File: src/rtl/mmx_pkg.sv
// ----------------------------------------------------------------------------
// mmx_pkg: shared types and constants for the 4x4 matrix multiplier
// Field widths, op codes and the command/status structs between the
// controller and the datapath.
// ----------------------------------------------------------------------------
package mmx_pkg;

    // Default matrix order
    localparam int MATRIX_DIM_DEF = 4;

    // Fixed field widths
    localparam int OP_W    = 2;
    localparam int INDEX_W = 4;
    localparam int DATA_W  = 32;
    localparam int FRAC_W  = 16;

    // Op codes of an input transaction
    localparam logic [OP_W-1:0] OP_LOAD_L  = 2'd0;
    localparam logic [OP_W-1:0] OP_LOAD_R  = 2'd1;
    localparam logic [OP_W-1:0] OP_COMPUTE = 2'd2;

    // Commands from controller to datapath
    typedef struct packed {
        logic               wr_l;       // write left store
        logic               wr_r;       // write right store
        logic               rd_en;      // issue one operand pair read
        logic               k_first;    // first term of a dot product
        logic               k_last;     // last term of a dot product
        logic               out_load;   // load the result register
        logic               out_last;   // final product element
        logic [INDEX_W-1:0] out_index;  // column-major index of the element
    } t_cmd;

    // Status from datapath to controller
    typedef struct packed {
        logic acc_done;  // accumulator holds a finished dot product
        logic out_free;  // result register can take a new element
    } t_stat;

endpackage

File: src/rtl/mmx_in_if.sv
// ----------------------------------------------------------------------------
// mmx_in_if: input channel of the matrix multiplier
// Valid/ready channel carrying one load or compute request.
// ----------------------------------------------------------------------------
interface mmx_in_if import mmx_pkg::*; ();

    logic                     valid;
    logic                     ready;
    logic [OP_W-1:0]          op;
    logic [INDEX_W-1:0]       elem_index;
    logic signed [DATA_W-1:0] elem_value;

    modport source (output valid, output op, output elem_index, output elem_value,
                    input ready);
    modport sink   (input valid, input op, input elem_index, input elem_value,
                    output ready);

endinterface

File: src/rtl/mmx_out_if.sv
// ----------------------------------------------------------------------------
// mmx_out_if: output channel of the matrix multiplier
// Valid/ready channel carrying one product element.
// ----------------------------------------------------------------------------
interface mmx_out_if import mmx_pkg::*; ();

    logic                     valid;
    logic                     ready;
    logic [INDEX_W-1:0]       out_index;
    logic signed [DATA_W-1:0] out_value;
    logic                     last;

    modport source (output valid, output out_index, output out_value, output last,
                    input ready);
    modport sink   (input valid, input out_index, input out_value, input last,
                    output ready);

endinterface

File: src/rtl/matrix_multiply_4x4.sv
// ----------------------------------------------------------------------------
// matrix_multiply_4x4: column-major square matrix product in Q16.16
// Loads left and right elements one transaction at a time; a compute request
// streams the product elements in column-major order, last one marked.
// ----------------------------------------------------------------------------
//  Port     Dir   Transaction
//  i_cmd    in    op, elem_index, elem_value (load left, load right, compute)
//  o_res    out   out_index, out_value, last (one product element)
//
//  A load is written into its store in the cycle it is accepted. For each product
//  element a compute request issues one store read per term, then multiplies,
//  accumulates and rounds, and waits out any output stall before the next element
//  starts. A single multiply-accumulate unit serves every element.
//  i_cmd is not ready while a product is being computed; a stalled o_res
//  holds the sequencer before the next element is loaded into the result
//  register. Reset clears the store valid bits at once; no clearing pass.
// ----------------------------------------------------------------------------
module matrix_multiply_4x4 import mmx_pkg::*; #(
    parameter int MATRIX_DIM = MATRIX_DIM_DEF
) (
    input  logic       i_clk,
    input  logic       i_rst_n,
    mmx_in_if.sink     i_cmd,
    mmx_out_if.source  o_res
);

    localparam int ADDR_W = $clog2(MATRIX_DIM * MATRIX_DIM);

    t_cmd              w_cmd;
    t_stat             w_stat;
    logic [ADDR_W-1:0] w_rd_addr_l;
    logic [ADDR_W-1:0] w_rd_addr_r;

    // Sequence the transactions
    mmx_ctrl #(
        .MATRIX_DIM (MATRIX_DIM)
    ) u_ctrl (
        .i_clk       (i_clk),
        .i_rst_n     (i_rst_n),
        .i_in_valid  (i_cmd.valid),
        .i_in_op     (i_cmd.op),
        .o_in_ready  (i_cmd.ready),
        .o_cmd       (w_cmd),
        .i_stat      (w_stat),
        .o_rd_addr_l (w_rd_addr_l),
        .o_rd_addr_r (w_rd_addr_r)
    );

    // Store, multiply, accumulate, round
    mmx_dp #(
        .MATRIX_DIM (MATRIX_DIM)
    ) u_dp (
        .i_clk        (i_clk),
        .i_rst_n      (i_rst_n),
        .i_cmd        (w_cmd),
        .o_stat       (w_stat),
        .i_elem_index (i_cmd.elem_index),
        .i_elem_value (i_cmd.elem_value),
        .i_rd_addr_l  (w_rd_addr_l),
        .i_rd_addr_r  (w_rd_addr_r),
        .o_out_valid  (o_res.valid),
        .i_out_ready  (o_res.ready),
        .o_out_index  (o_res.out_index),
        .o_out_value  (o_res.out_value),
        .o_out_last   (o_res.last)
    );

endmodule

File: src/rtl/mmx_ctrl.sv
// ----------------------------------------------------------------------------
// mmx_ctrl: sequencer of the matrix multiplier
// Decodes input transactions, walks the product elements in column-major
// order and issues one operand read per term of each dot product.
// ----------------------------------------------------------------------------
module mmx_ctrl import mmx_pkg::*; #(
    parameter int MATRIX_DIM = MATRIX_DIM_DEF
) (
    input  logic                                    i_clk,
    input  logic                                    i_rst_n,
    input  logic                                    i_in_valid,
    input  logic [OP_W-1:0]                         i_in_op,
    output logic                                    o_in_ready,
    output t_cmd                                    o_cmd,
    input  t_stat                                   i_stat,
    output logic [$clog2(MATRIX_DIM*MATRIX_DIM)-1:0] o_rd_addr_l,
    output logic [$clog2(MATRIX_DIM*MATRIX_DIM)-1:0] o_rd_addr_r
);

    localparam int IDX_W  = $clog2(MATRIX_DIM);
    localparam int ADDR_W = $clog2(MATRIX_DIM * MATRIX_DIM);
    localparam logic [IDX_W-1:0] LAST_IDX = IDX_W'(MATRIX_DIM - 1);

    localparam logic [1:0] S_IDLE  = 2'd0;
    localparam logic [1:0] S_ISSUE = 2'd1;
    localparam logic [1:0] S_DRAIN = 2'd2;
    localparam logic [1:0] S_EMIT  = 2'd3;

    logic [1:0]       r_state, n_state;
    logic [IDX_W-1:0] r_k, n_k;
    logic [IDX_W-1:0] r_row, n_row;
    logic [IDX_W-1:0] r_col, n_col;
    logic             w_accept;
    logic             w_cell_last;

    assign o_in_ready  = (r_state == S_IDLE);
    assign w_accept    = i_in_valid && o_in_ready;
    assign w_cell_last = (r_row == LAST_IDX) && (r_col == LAST_IDX);

    // Operand addresses: left(row, k) and right(k, col)
    assign o_rd_addr_l = ADDR_W'(32'(r_k) * MATRIX_DIM + 32'(r_row));
    assign o_rd_addr_r = ADDR_W'(32'(r_col) * MATRIX_DIM + 32'(r_k));

    // Next state and commands
    always_comb begin
        n_state = r_state;
        n_k     = r_k;
        n_row   = r_row;
        n_col   = r_col;
        o_cmd   = '0;
        o_cmd.out_index = INDEX_W'(32'(r_col) * MATRIX_DIM + 32'(r_row));
        o_cmd.out_last  = w_cell_last;
        case (r_state)
            S_IDLE: begin
                if (w_accept) begin
                    case (i_in_op)
                        OP_LOAD_L: o_cmd.wr_l = 1'b1;
                        OP_LOAD_R: o_cmd.wr_r = 1'b1;
                        OP_COMPUTE: begin
                            n_k     = '0;
                            n_row   = '0;
                            n_col   = '0;
                            n_state = S_ISSUE;
                        end
                        default: ;
                    endcase
                end
            end
            S_ISSUE: begin
                o_cmd.rd_en   = 1'b1;
                o_cmd.k_first = (r_k == '0);
                o_cmd.k_last  = (r_k == LAST_IDX);
                if (r_k == LAST_IDX) begin
                    n_k     = '0;
                    n_state = S_DRAIN;
                end else begin
                    n_k = r_k + 1'b1;
                end
            end
            S_DRAIN: begin
                if (i_stat.acc_done) begin
                    n_state = S_EMIT;
                end
            end
            S_EMIT: begin
                if (i_stat.out_free) begin
                    o_cmd.out_load = 1'b1;
                    if (w_cell_last) begin
                        n_state = S_IDLE;
                    end else begin
                        n_state = S_ISSUE;
                        if (r_row == LAST_IDX) begin
                            n_row = '0;
                            n_col = r_col + 1'b1;
                        end else begin
                            n_row = r_row + 1'b1;
                        end
                    end
                end
            end
            default: n_state = S_IDLE;
        endcase
    end

    // State and counters
    always_ff @(posedge i_clk) begin
        if (!i_rst_n) begin
            r_state <= S_IDLE;
            r_k     <= '0;
            r_row   <= '0;
            r_col   <= '0;
        end else begin
            r_state <= n_state;
            r_k     <= n_k;
            r_row   <= n_row;
            r_col   <= n_col;
        end
    end

endmodule

File: src/rtl/mmx_dp.sv
// ----------------------------------------------------------------------------
// mmx_dp: datapath of the matrix multiplier
// Element stores, multiply-accumulate pipeline, rounding with saturation
// and the result register.
// ----------------------------------------------------------------------------
module mmx_dp import mmx_pkg::*; #(
    parameter int MATRIX_DIM = MATRIX_DIM_DEF
) (
    input  logic                                    i_clk,
    input  logic                                    i_rst_n,
    input  t_cmd                                    i_cmd,
    output t_stat                                   o_stat,
    input  logic [INDEX_W-1:0]                      i_elem_index,
    input  logic signed [DATA_W-1:0]                i_elem_value,
    input  logic [$clog2(MATRIX_DIM*MATRIX_DIM)-1:0] i_rd_addr_l,
    input  logic [$clog2(MATRIX_DIM*MATRIX_DIM)-1:0] i_rd_addr_r,
    output logic                                    o_out_valid,
    input  logic                                    i_out_ready,
    output logic [INDEX_W-1:0]                      o_out_index,
    output logic signed [DATA_W-1:0]                o_out_value,
    output logic                                    o_out_last
);

    localparam int CELLS  = MATRIX_DIM * MATRIX_DIM;
    localparam int ADDR_W = $clog2(CELLS);
    localparam int PROD_W = 2 * DATA_W;
    localparam int ACC_W  = PROD_W + $clog2(MATRIX_DIM);
    localparam int HALF   = 1 << (FRAC_W - 1);

    // Stores; entries not yet written read as zero through the valid bits
    logic [DATA_W-1:0]        mem_l [CELLS];
    logic [DATA_W-1:0]        mem_r [CELLS];
    logic [CELLS-1:0]         r_vld_l;
    logic [CELLS-1:0]         r_vld_r;

    logic                     w_in_range;
    logic [ADDR_W-1:0]        w_waddr;

    logic [DATA_W-1:0]        r_a_raw, r_b_raw;
    logic                     r_a_ok, r_b_ok;
    logic signed [DATA_W-1:0] w_a, w_b;

    logic                     r_s1_v, r_s1_first, r_s1_last;
    logic                     r_s2_v, r_s2_first, r_s2_last;
    logic signed [PROD_W-1:0] r_prod;
    logic signed [ACC_W-1:0]  r_acc;
    logic                     r_done;

    logic signed [ACC_W-1:0]  w_rnd;
    logic signed [ACC_W-1:0]  w_shift;
    logic                     w_fits;
    logic signed [DATA_W-1:0] w_sat;

    logic                     r_out_valid;
    logic [INDEX_W-1:0]       r_out_index;
    logic [DATA_W-1:0]        r_out_value;
    logic                     r_out_last;

    assign w_in_range = (32'(i_elem_index) < 32'(CELLS));
    assign w_waddr    = ADDR_W'(i_elem_index);

    // Write and read the stores
    always_ff @(posedge i_clk) begin
        if (i_cmd.wr_l && w_in_range) begin
            mem_l[w_waddr] <= i_elem_value;
        end
        if (i_cmd.wr_r && w_in_range) begin
            mem_r[w_waddr] <= i_elem_value;
        end
        r_a_raw <= mem_l[i_rd_addr_l];
        r_b_raw <= mem_r[i_rd_addr_r];
        r_a_ok  <= r_vld_l[i_rd_addr_l];
        r_b_ok  <= r_vld_r[i_rd_addr_r];
    end

    // Mark written entries
    always_ff @(posedge i_clk) begin
        if (!i_rst_n) begin
            r_vld_l <= '0;
            r_vld_r <= '0;
        end else begin
            if (i_cmd.wr_l && w_in_range) begin
                r_vld_l[w_waddr] <= 1'b1;
            end
            if (i_cmd.wr_r && w_in_range) begin
                r_vld_r[w_waddr] <= 1'b1;
            end
        end
    end

    assign w_a = r_a_ok ? $signed(r_a_raw) : '0;
    assign w_b = r_b_ok ? $signed(r_b_raw) : '0;

    // Advance term tags alongside the operands
    always_ff @(posedge i_clk) begin
        if (!i_rst_n) begin
            r_s1_v <= 1'b0;
            r_s2_v <= 1'b0;
            r_done <= 1'b0;
        end else begin
            r_s1_v <= i_cmd.rd_en;
            r_s2_v <= r_s1_v;
            r_done <= r_s2_v && r_s2_last;
        end
    end

    // Multiply, then accumulate at full precision
    always_ff @(posedge i_clk) begin
        r_s1_first <= i_cmd.k_first;
        r_s1_last  <= i_cmd.k_last;
        r_s2_first <= r_s1_first;
        r_s2_last  <= r_s1_last;
        r_prod     <= PROD_W'(w_a * w_b);
        if (r_s2_v) begin
            if (r_s2_first) begin
                r_acc <= ACC_W'(r_prod);
            end else begin
                r_acc <= r_acc + ACC_W'(r_prod);
            end
        end
    end

    // Round half up to Q16.16 and saturate
    assign w_rnd   = r_acc + $signed(ACC_W'(HALF));
    assign w_shift = w_rnd >>> FRAC_W;
    assign w_fits  = (&w_shift[ACC_W-1:DATA_W-1]) || !(|w_shift[ACC_W-1:DATA_W-1]);
    assign w_sat   = w_fits ? w_shift[DATA_W-1:0]
                   : (w_shift[ACC_W-1] ? {1'b1, {(DATA_W-1){1'b0}}}
                                       : {1'b0, {(DATA_W-1){1'b1}}});

    // Hold the result until the sink takes it
    always_ff @(posedge i_clk) begin
        if (!i_rst_n) begin
            r_out_valid <= 1'b0;
        end else if (i_cmd.out_load) begin
            r_out_valid <= 1'b1;
        end else if (i_out_ready) begin
            r_out_valid <= 1'b0;
        end
    end

    always_ff @(posedge i_clk) begin
        if (i_cmd.out_load) begin
            r_out_index <= i_cmd.out_index;
            r_out_value <= w_sat;
            r_out_last  <= i_cmd.out_last;
        end
    end

    assign o_stat.acc_done = r_done;
    assign o_stat.out_free = !r_out_valid || i_out_ready;

    assign o_out_valid = r_out_valid;
    assign o_out_index = r_out_index;
    assign o_out_value = $signed(r_out_value);
    assign o_out_last  = r_out_last;

endmodule

File: src/flat_wrapper.sv
// flat-port wrapper written by rule: the top's interface ports become plain ports
module matrix_multiply_4x4_flat import mmx_pkg::*;
#(
    parameter int MATRIX_DIM = MATRIX_DIM_DEF
)
  (i_clk, i_rst_n, i_cmd_valid, i_cmd_op, i_cmd_elem_index, i_cmd_elem_value, i_cmd_ready, o_res_valid, o_res_out_index, o_res_out_value, o_res_last, o_res_ready);
  mmx_in_if i_cmd_i ();
  mmx_out_if o_res_i ();
  input  logic i_clk;
  input  logic i_rst_n;
  input wire logic [$bits(i_cmd_i.valid)-1:0] i_cmd_valid;
  input wire logic [$bits(i_cmd_i.op)-1:0] i_cmd_op;
  input wire logic [$bits(i_cmd_i.elem_index)-1:0] i_cmd_elem_index;
  input wire logic [$bits(i_cmd_i.elem_value)-1:0] i_cmd_elem_value;
  output wire logic [$bits(i_cmd_i.ready)-1:0] i_cmd_ready;
  output wire logic [$bits(o_res_i.valid)-1:0] o_res_valid;
  output wire logic [$bits(o_res_i.out_index)-1:0] o_res_out_index;
  output wire logic [$bits(o_res_i.out_value)-1:0] o_res_out_value;
  output wire logic [$bits(o_res_i.last)-1:0] o_res_last;
  input wire logic [$bits(o_res_i.ready)-1:0] o_res_ready;
  assign i_cmd_i.valid = i_cmd_valid;
  assign i_cmd_i.op = i_cmd_op;
  assign i_cmd_i.elem_index = i_cmd_elem_index;
  assign i_cmd_i.elem_value = i_cmd_elem_value;
  assign i_cmd_ready = i_cmd_i.ready;
  assign o_res_valid = o_res_i.valid;
  assign o_res_out_index = o_res_i.out_index;
  assign o_res_out_value = o_res_i.out_value;
  assign o_res_last = o_res_i.last;
  assign o_res_i.ready = o_res_ready;
  matrix_multiply_4x4 #(.MATRIX_DIM(MATRIX_DIM)) u_core (.i_clk(i_clk), .i_rst_n(i_rst_n), .i_cmd(i_cmd_i), .o_res(o_res_i));
endmodule
File: config.mk
export PLATFORM = sky130hd
export DESIGN_NAME = matrix_multiply_4x4_flat
export DESIGN_NICKNAME = d
export VERILOG_FILES = /design/src/rtl/mmx_pkg.sv /design/src/rtl/mmx_in_if.sv /design/src/rtl/mmx_out_if.sv /design/src/rtl/matrix_multiply_4x4.sv /design/src/rtl/mmx_ctrl.sv /design/src/rtl/mmx_dp.sv /design/src/flat_wrapper.sv
export SDC_FILE = /design/constraint.sdc
export NUM_CORES = 2
export LEC_CHECK = 0
export BUFFER_PORTS_ARGS = -buffer_cell sky130_fd_sc_hd__buf_4
export CAP_MARGIN = 20
export CORE_UTILIZATION = 41
export DETAILED_ROUTE_END_ITERATION = 7
export PLACE_DENSITY = 0.56
export SETUP_SLACK_MARGIN = 0.3
export SLEW_MARGIN = 20
export SYNTH_ARGS = -nofsm -noshare
export SYNTH_HDL_FRONTEND = slang
export SYNTH_SLANG_ARGS = --single-unit
File: constraint.sdc
create_clock -name i_clk -period 16.08 [get_ports i_clk]
set_clock_uncertainty 0.05 [all_clocks]
set_input_delay 3.216 -clock i_clk [delete_from_list [all_inputs] [get_ports i_clk]]
set_output_delay 3.216 -clock i_clk [all_outputs]
set_load 0.02 [all_outputs]
# Word level (Yosys, flattened, before mapping)
# Memories as Yosys holds them, arrays and structs flattened. A register that Yosys moved wholly into a read port is not among the register bits.
# Index checks and enable logic that the tools add are counted.
# word_totals
out_inout_bits	39
register_bits	217
n_memories	2
ramBits	1024
elab_cells	116
# classes
n_eq_ne	15
multipliers	1
n_addsub	8
muxes	43
n_lt_le_gt_ge	4
bitwise	2
n_reduce_logical	20
# memory_table
memory	words	width	rd	rd_clocked_by_memory_dff	write_ports	line	source
u_core.u_dp.mem_l	16	32	1	1	1	mmx_dp.sv:31	logic [DATA_W-1:0] mem_l [CELLS];
u_core.u_dp.mem_r	16	32	1	1	1	mmx_dp.sv:32	logic [DATA_W-1:0] mem_r [CELLS];
# op_table
operator	count
32-bit 2-to-1 mux	4
66-bit by 17-bit adder with 66-bit output, second input constant	1
66-bit by 64-bit adder with 66-bit output	1
66-bit 2-to-1 mux	1
32-bit by 32-bit multiplier with 64-bit output	1
2-bit 2-to-1 mux	16
16-bit OR	2
19-bit AND reduction	1
19-bit OR reduction	1
4-bit by 5-bit < comparator with 1-bit output, second input constant	3
1-bit 2-to-1 mux	14
4-bit by 2-bit adder with 4-bit output	3
2-bit == test, second input constant	6
2-bit case mux with 2 select lines	3
2-bit != test, second input constant	5
5-bit AND reduction	2
1-bit binary-select mux with 4-bit select	2
2-bit case mux with 4 select lines	1
2-bit by 1-bit adder with 2-bit output, second input constant	3
2-bit zero test	3
6-bit AND reduction	1
2-bit nonzero test	3
1-bit demux with 4-bit select	1
2-bit by 1-bit == test with 1-bit output, second input constant	2
other kinds (7)	13

# Depth between registers and ports, before layout
# logic_depth
depth_word	6
ltp_mapped	33

# Modules after synthesis
# A second synthesis with hierarchy kept.
# hier_totals
cells_unflattened	6698
hier_area_um2	87199.9
# by_module_without_submodules
module	instances	area_per_inst_um2	seq_area_each_um2	cells_per_inst
mmx_dp	1	86520.5	37245.7	6620
mmx_ctrl	1	679.4	160.2	78

# Worst setup path before layout
# Ideal clock, no wire load.
# synth_path
path_kind	reg-to-reg
start	register u_core.u_dp.r_a_ok
end	register u_core.u_dp.r_prod[57]
slack_ns	7.504
stages_incl_launch_ff	25
arrival_ns	8.394
synth_period_minus_slack_ns	8.576
path_buffers	4
cell_sequence	dfxtp_1 > clkbuf_1 > clkbuf_1 > clkbuf_1 > nand2_1 > clkbuf_1 > nor2_1 > fa_1 > fa_1 > fa_1 > fa_1 > inv_1 > fa_1 > inv_1 > fa_1 > fa_1 > fa_1 > ha_1 > a21o_1 > a211o_1 > a311o_1 > a31oi_1 > o211a_1 > nor4b_1 > or3b_2
# synth_between
elab_chain_len	2
# synth_rtl
item	line	source
from (decl)	mmx_dp.sv:40	logic r_a_ok, r_b_ok;
from (signal assigned)	mmx_dp.sv:72	r_a_ok <= r_vld_l[i_rd_addr_l];
32-bit 2-to-1 mux	mmx_dp.sv:91	assign w_a = r_a_ok ? $signed(r_a_raw) : '0;
32-bit by 32-bit multiplier with 64-bit output	mmx_dp.sv:113	r_prod <= PROD_W'(w_a * w_b);
to (signal assigned)	mmx_dp.sv:113	
to (decl)	mmx_dp.sv:45	logic signed [PROD_W-1:0] r_prod;
# Every way passes these cells.
# A chain may end at the register's enable or synchronous reset.

# Worst setup path in the final report
# layout_path
start	register u_core.u_dp.r_b_ok
end	register u_core.u_dp.r_prod[57]
# layout_between
elab_chain_len	2
# layout_rtl
item	line	source
from (decl)	mmx_dp.sv:40	
from (signal assigned)	mmx_dp.sv:73	r_b_ok <= r_vld_r[i_rd_addr_r];
32-bit 2-to-1 mux	mmx_dp.sv:92	assign w_b = r_b_ok ? $signed(r_b_raw) : '0;
32-bit by 32-bit multiplier with 64-bit output	mmx_dp.sv:113	
# Every way passes these cells.

==> impl_metrics.csv <==
group,metric,value,unit
power,pwr-share-comb,5.4,%
floorplanning,rows,168,
routing,vias,52500,
clock_tree,clk-insertion-delay-late,0.81,ns
yosys,yosys_warnings,0,
layout,final_core_util,45.6,%
timing,fmax,0.101,GHz
worst_setup_path,worst-path-buf-inv,7,
placed_design,dp_cells,9407,
status,status,"finished clean",
routing,antenna_left,0,
floorplanning,dieArea,214000,um^2
worst_setup_path,cp.arrival,10.49,ns
run,cap_violations,0,
worst_setup_path,start_kind,"flop",
worst_setup_path,crit_slowest_cell,"dfxtp_2",
timing,rsz0062_at_grt,"false",
layout,nNetsFinal,8128,
clock_tree,postCtsSetupBuffers,0,
timing,fin_crit_sh,61.4,%
timing,fin_tns_setup,0,ns
yosys,synth-async-reset-ratio,0,%
floorplanning,initial_core_util,41.4,%
clock_tree,cts_buffers,140,
timing,hold_slack,0.278,ns
routing,avgRoutedWirePerCell,25.1,um
yosys,ys_types,77,
hold_path,min_path_type,"flop to flop",
clock_tree,cts_tree,"done",
layout,mostFrequentLayoutCell,"edfxtp_1",
routing,vias_per_cell,5.43,
worst_setup_path,crit_path_max_incr_delay,0.78,ns
clock_tree,clockBufferDepth,3,
yosys,syn_nets,8119,
routing,drtIter0Drc,4297,
worst_setup_path,worstPathRequired,16.70,ns
floorplanning,dieWidth,463,um
floorplanning,core,210000,um^2
clock_tree,htree_levels,4,
yosys,synth_top_flop_cell,"edfxtp_1",
worst_setup_path,critPathTopFamily,"adder cells",
layout,drive_gt1_share,12.0,%
clock_tree,ctsResizeCount,0,
clock_tree,clkTransAtPathRegs,0.06,ns
yosys,synth_cells,6736,
power,power_leakage,37.3,nW
grt,grt_pass1_wl,363000,um
power,power.density,78.2,nW/um^2
yosys,synth_edf_count,1127,
yosys,ys_ff_latch,1305,
timing,tightest_slew,1.21,ns
power,seqPwrFrac,50.6,%
timing,slew_violations,0,
power,swShare,23.1,%
timing,setup_viol,0,
grt,grt_overflow,0,
yosys,syn-cell-area,87000,um^2
yosys,synth_seq_area_share,43.0,%
yosys,synth.avg_cell_area,12.9,um^2
layout,fill_cells,19000,
clock_tree,clock_sink_count,1305,
worst_setup_path,cp-end-kind,"flop",
routing,drt_wl_total,242000,um
worst_setup_path,crit_path_max_fanout,37,
grt,grt_pass1_vias,55500,
placed_design,dpl.hpwl,167000,um
worst_setup_path,cpMostUsedCell,"fa_1",
power,p_clk_share,44.0,%
layout,instances_no_fill,9670,
placed_design,place.gp.congestion,0.947,
power,ir_drop,101,uV
grt,antenna_found_initial,12,
worst_setup_path,path_class,"flop to flop",
grt,track_usage,22.9,%
floorplanning,ioPinCount,81,
placed_design,placedInstanceArea,91000,um^2
grt,grt_max_degree,105,
layout,syn_to_final_growth,10.1,%
routing,drc,0,
clock_tree,cts-root-buf,"clkbuf_16",
floorplanning,dieHeight,463,um
timing,period_needed,9.87,ns
layout,final_cell_mix,"edfxtp_1 (1127), fa_1 (1083), inv_1 (990)",
timing,max-slew-margin-rel,19.1,%
power,internal_power,0.00576,W
power,p_sw,0.00173,W
layout,final_cell_area,95800,um^2
timing,finalHoldViolCount,0,
placed_design,io_buffers,80,
routing,detail_route.first_pass.iterations,6,
clock_tree,holdBufCountCts,0,
per-layer routing:
layer	wire, um	vias up	part of all wire (%)	track usage [%]
li1	-	22500	-	-
met1	101000	27400	42	31.4
met2	111000	2137	46	35.9
met3	21600	443	8.9	5.39
met4	8590	8	3.5	7.65
met5	55	-	0.023	0
power groups by stage:
stage	sequential (W)	combinational [W]	clock [W]
after detailed placement	0.00386	0.000411	0
after global routing	0.00380	0.000446	0.00350
after CTS	0.00379	0.000412	0.00338
final	0.00379	0.000406	0.00329
after floorplan	0.00384	0.000266	0
after global placement	0.00386	0.000404	0
worst register-to-register path: cells and delay by family (launching register included):
kind | cells | cell delay (ns)
compound gates | 5 | 1.34
simple gates | 4 | 1.51
buf+inv | 7 | 1.75
fa+ha+maj | 9 | 4.31
flops | 1 | 0.78
Yosys cell counts (7+ instances only):
library cell	count	area share (%)
edfxtp_1	1127	39
fa_1	1083	25
inv_1	990	4.3
nand2_1	708	3.1
nor2_1	649	2.8
mux4_2	330	8.5
clkbuf_1	303	1.3
ha_1	258	3.7
dfxtp_1	178	4.1
o21ai_0	169	0.97
a21oi_1	145	0.83
xnor2_1	90	0.91
a21o_1	76	0.66
xor2_1	70	0.70
and2_1	68	0.49
nand3_1	60	0.35
o21a_1	50	0.43
nor3_1	38	0.22
nand4_1	30	0.22
buf_1	27	0.12
a31oi_1	25	0.18
nor2b_1	25	0.18
and3_1	24	0.17
nand2b_1	24	0.17
o21bai_1	21	0.18
a211oi_1	14	0.12
o31ai_1	13	0.11
a21boi_0	10	0.086
o211ai_1	10	0.086
and4_1	7	0.070
final cells by class:
type                            count  area, um^2  area share (%)
Antenna cell                        3        7.51         0.00784
Clock buffer                      173        3730            3.89
Clock inverter                     86        1030            1.07
Inverter                          991        3720            3.88
Multi-Input combinational cell   4100       44800            46.8
Sequential cell                  1305       37400            39.1
Tap cell                         2805        3510            3.66
Timing Repair Buffer              207        1560            1.63
logic make-up after synthesis:
logic type	synth area share [%]
AND/OR/NAND/NOR	8.16
adder cells (fa/ha/maj)	28.6
buffers and inverters	5.79
flip-flops	43.0
AO/OA/AOI/OAI	4.13
multiplexers	8.67
XOR/XNOR	1.61
metrics by stage:
step	setup WS [ns]	power [W]
6_report	6.21	0.00749
5_1_grt	5.73	0.00774
4_1_cts	6.30	0.00758
3_5_place_dp	6.30	0.00428
3_3_place_gp	6.39	0.00427
2_1_floorplan	7.50	0.00410
sequential cells by signal, summed over array words and instances, names as in the netlist, 2 cells and up:
| signal | cells |
|---|---|
| u_core.u_dp.mem_l | 512 |
| u_core.u_dp.mem_r | 512 |
| u_core.u_dp.r_acc | 66 |
| u_core.u_dp.r_prod | 64 |
| u_core.u_dp.o_out_value | 32 |
| u_core.u_dp.r_a_raw | 32 |
| u_core.u_dp.r_b_raw | 32 |
| u_core.u_dp.r_vld_l | 16 |
| u_core.u_dp.r_vld_r | 16 |
| u_core.u_dp.o_out_index | 4 |
| u_core.u_ctrl.r_col | 2 |
| u_core.u_ctrl.r_k | 2 |
| u_core.u_ctrl.r_row | 2 |
| u_core.u_ctrl.r_state | 2 |
worst paths after layout:
kind | slack [ns] | end | from | depth (start not counted)
worst max-delay path | 6.21 | u_core.u_dp.r_prod[57] | u_core.u_dp.r_b_ok | 25
worst min-delay path | 0.28 | u_core.u_dp.r_s2_last | u_core.u_dp.r_s1_last | 0
worst max register to register | 6.21 | u_core.u_dp.r_prod[57] | u_core.u_dp.r_b_ok | 25
worst min register to register | 0.28 | u_core.u_dp.r_s2_last | u_core.u_dp.r_s1_last | 0
Note: power is estimated with default switching activity, not from simulation.
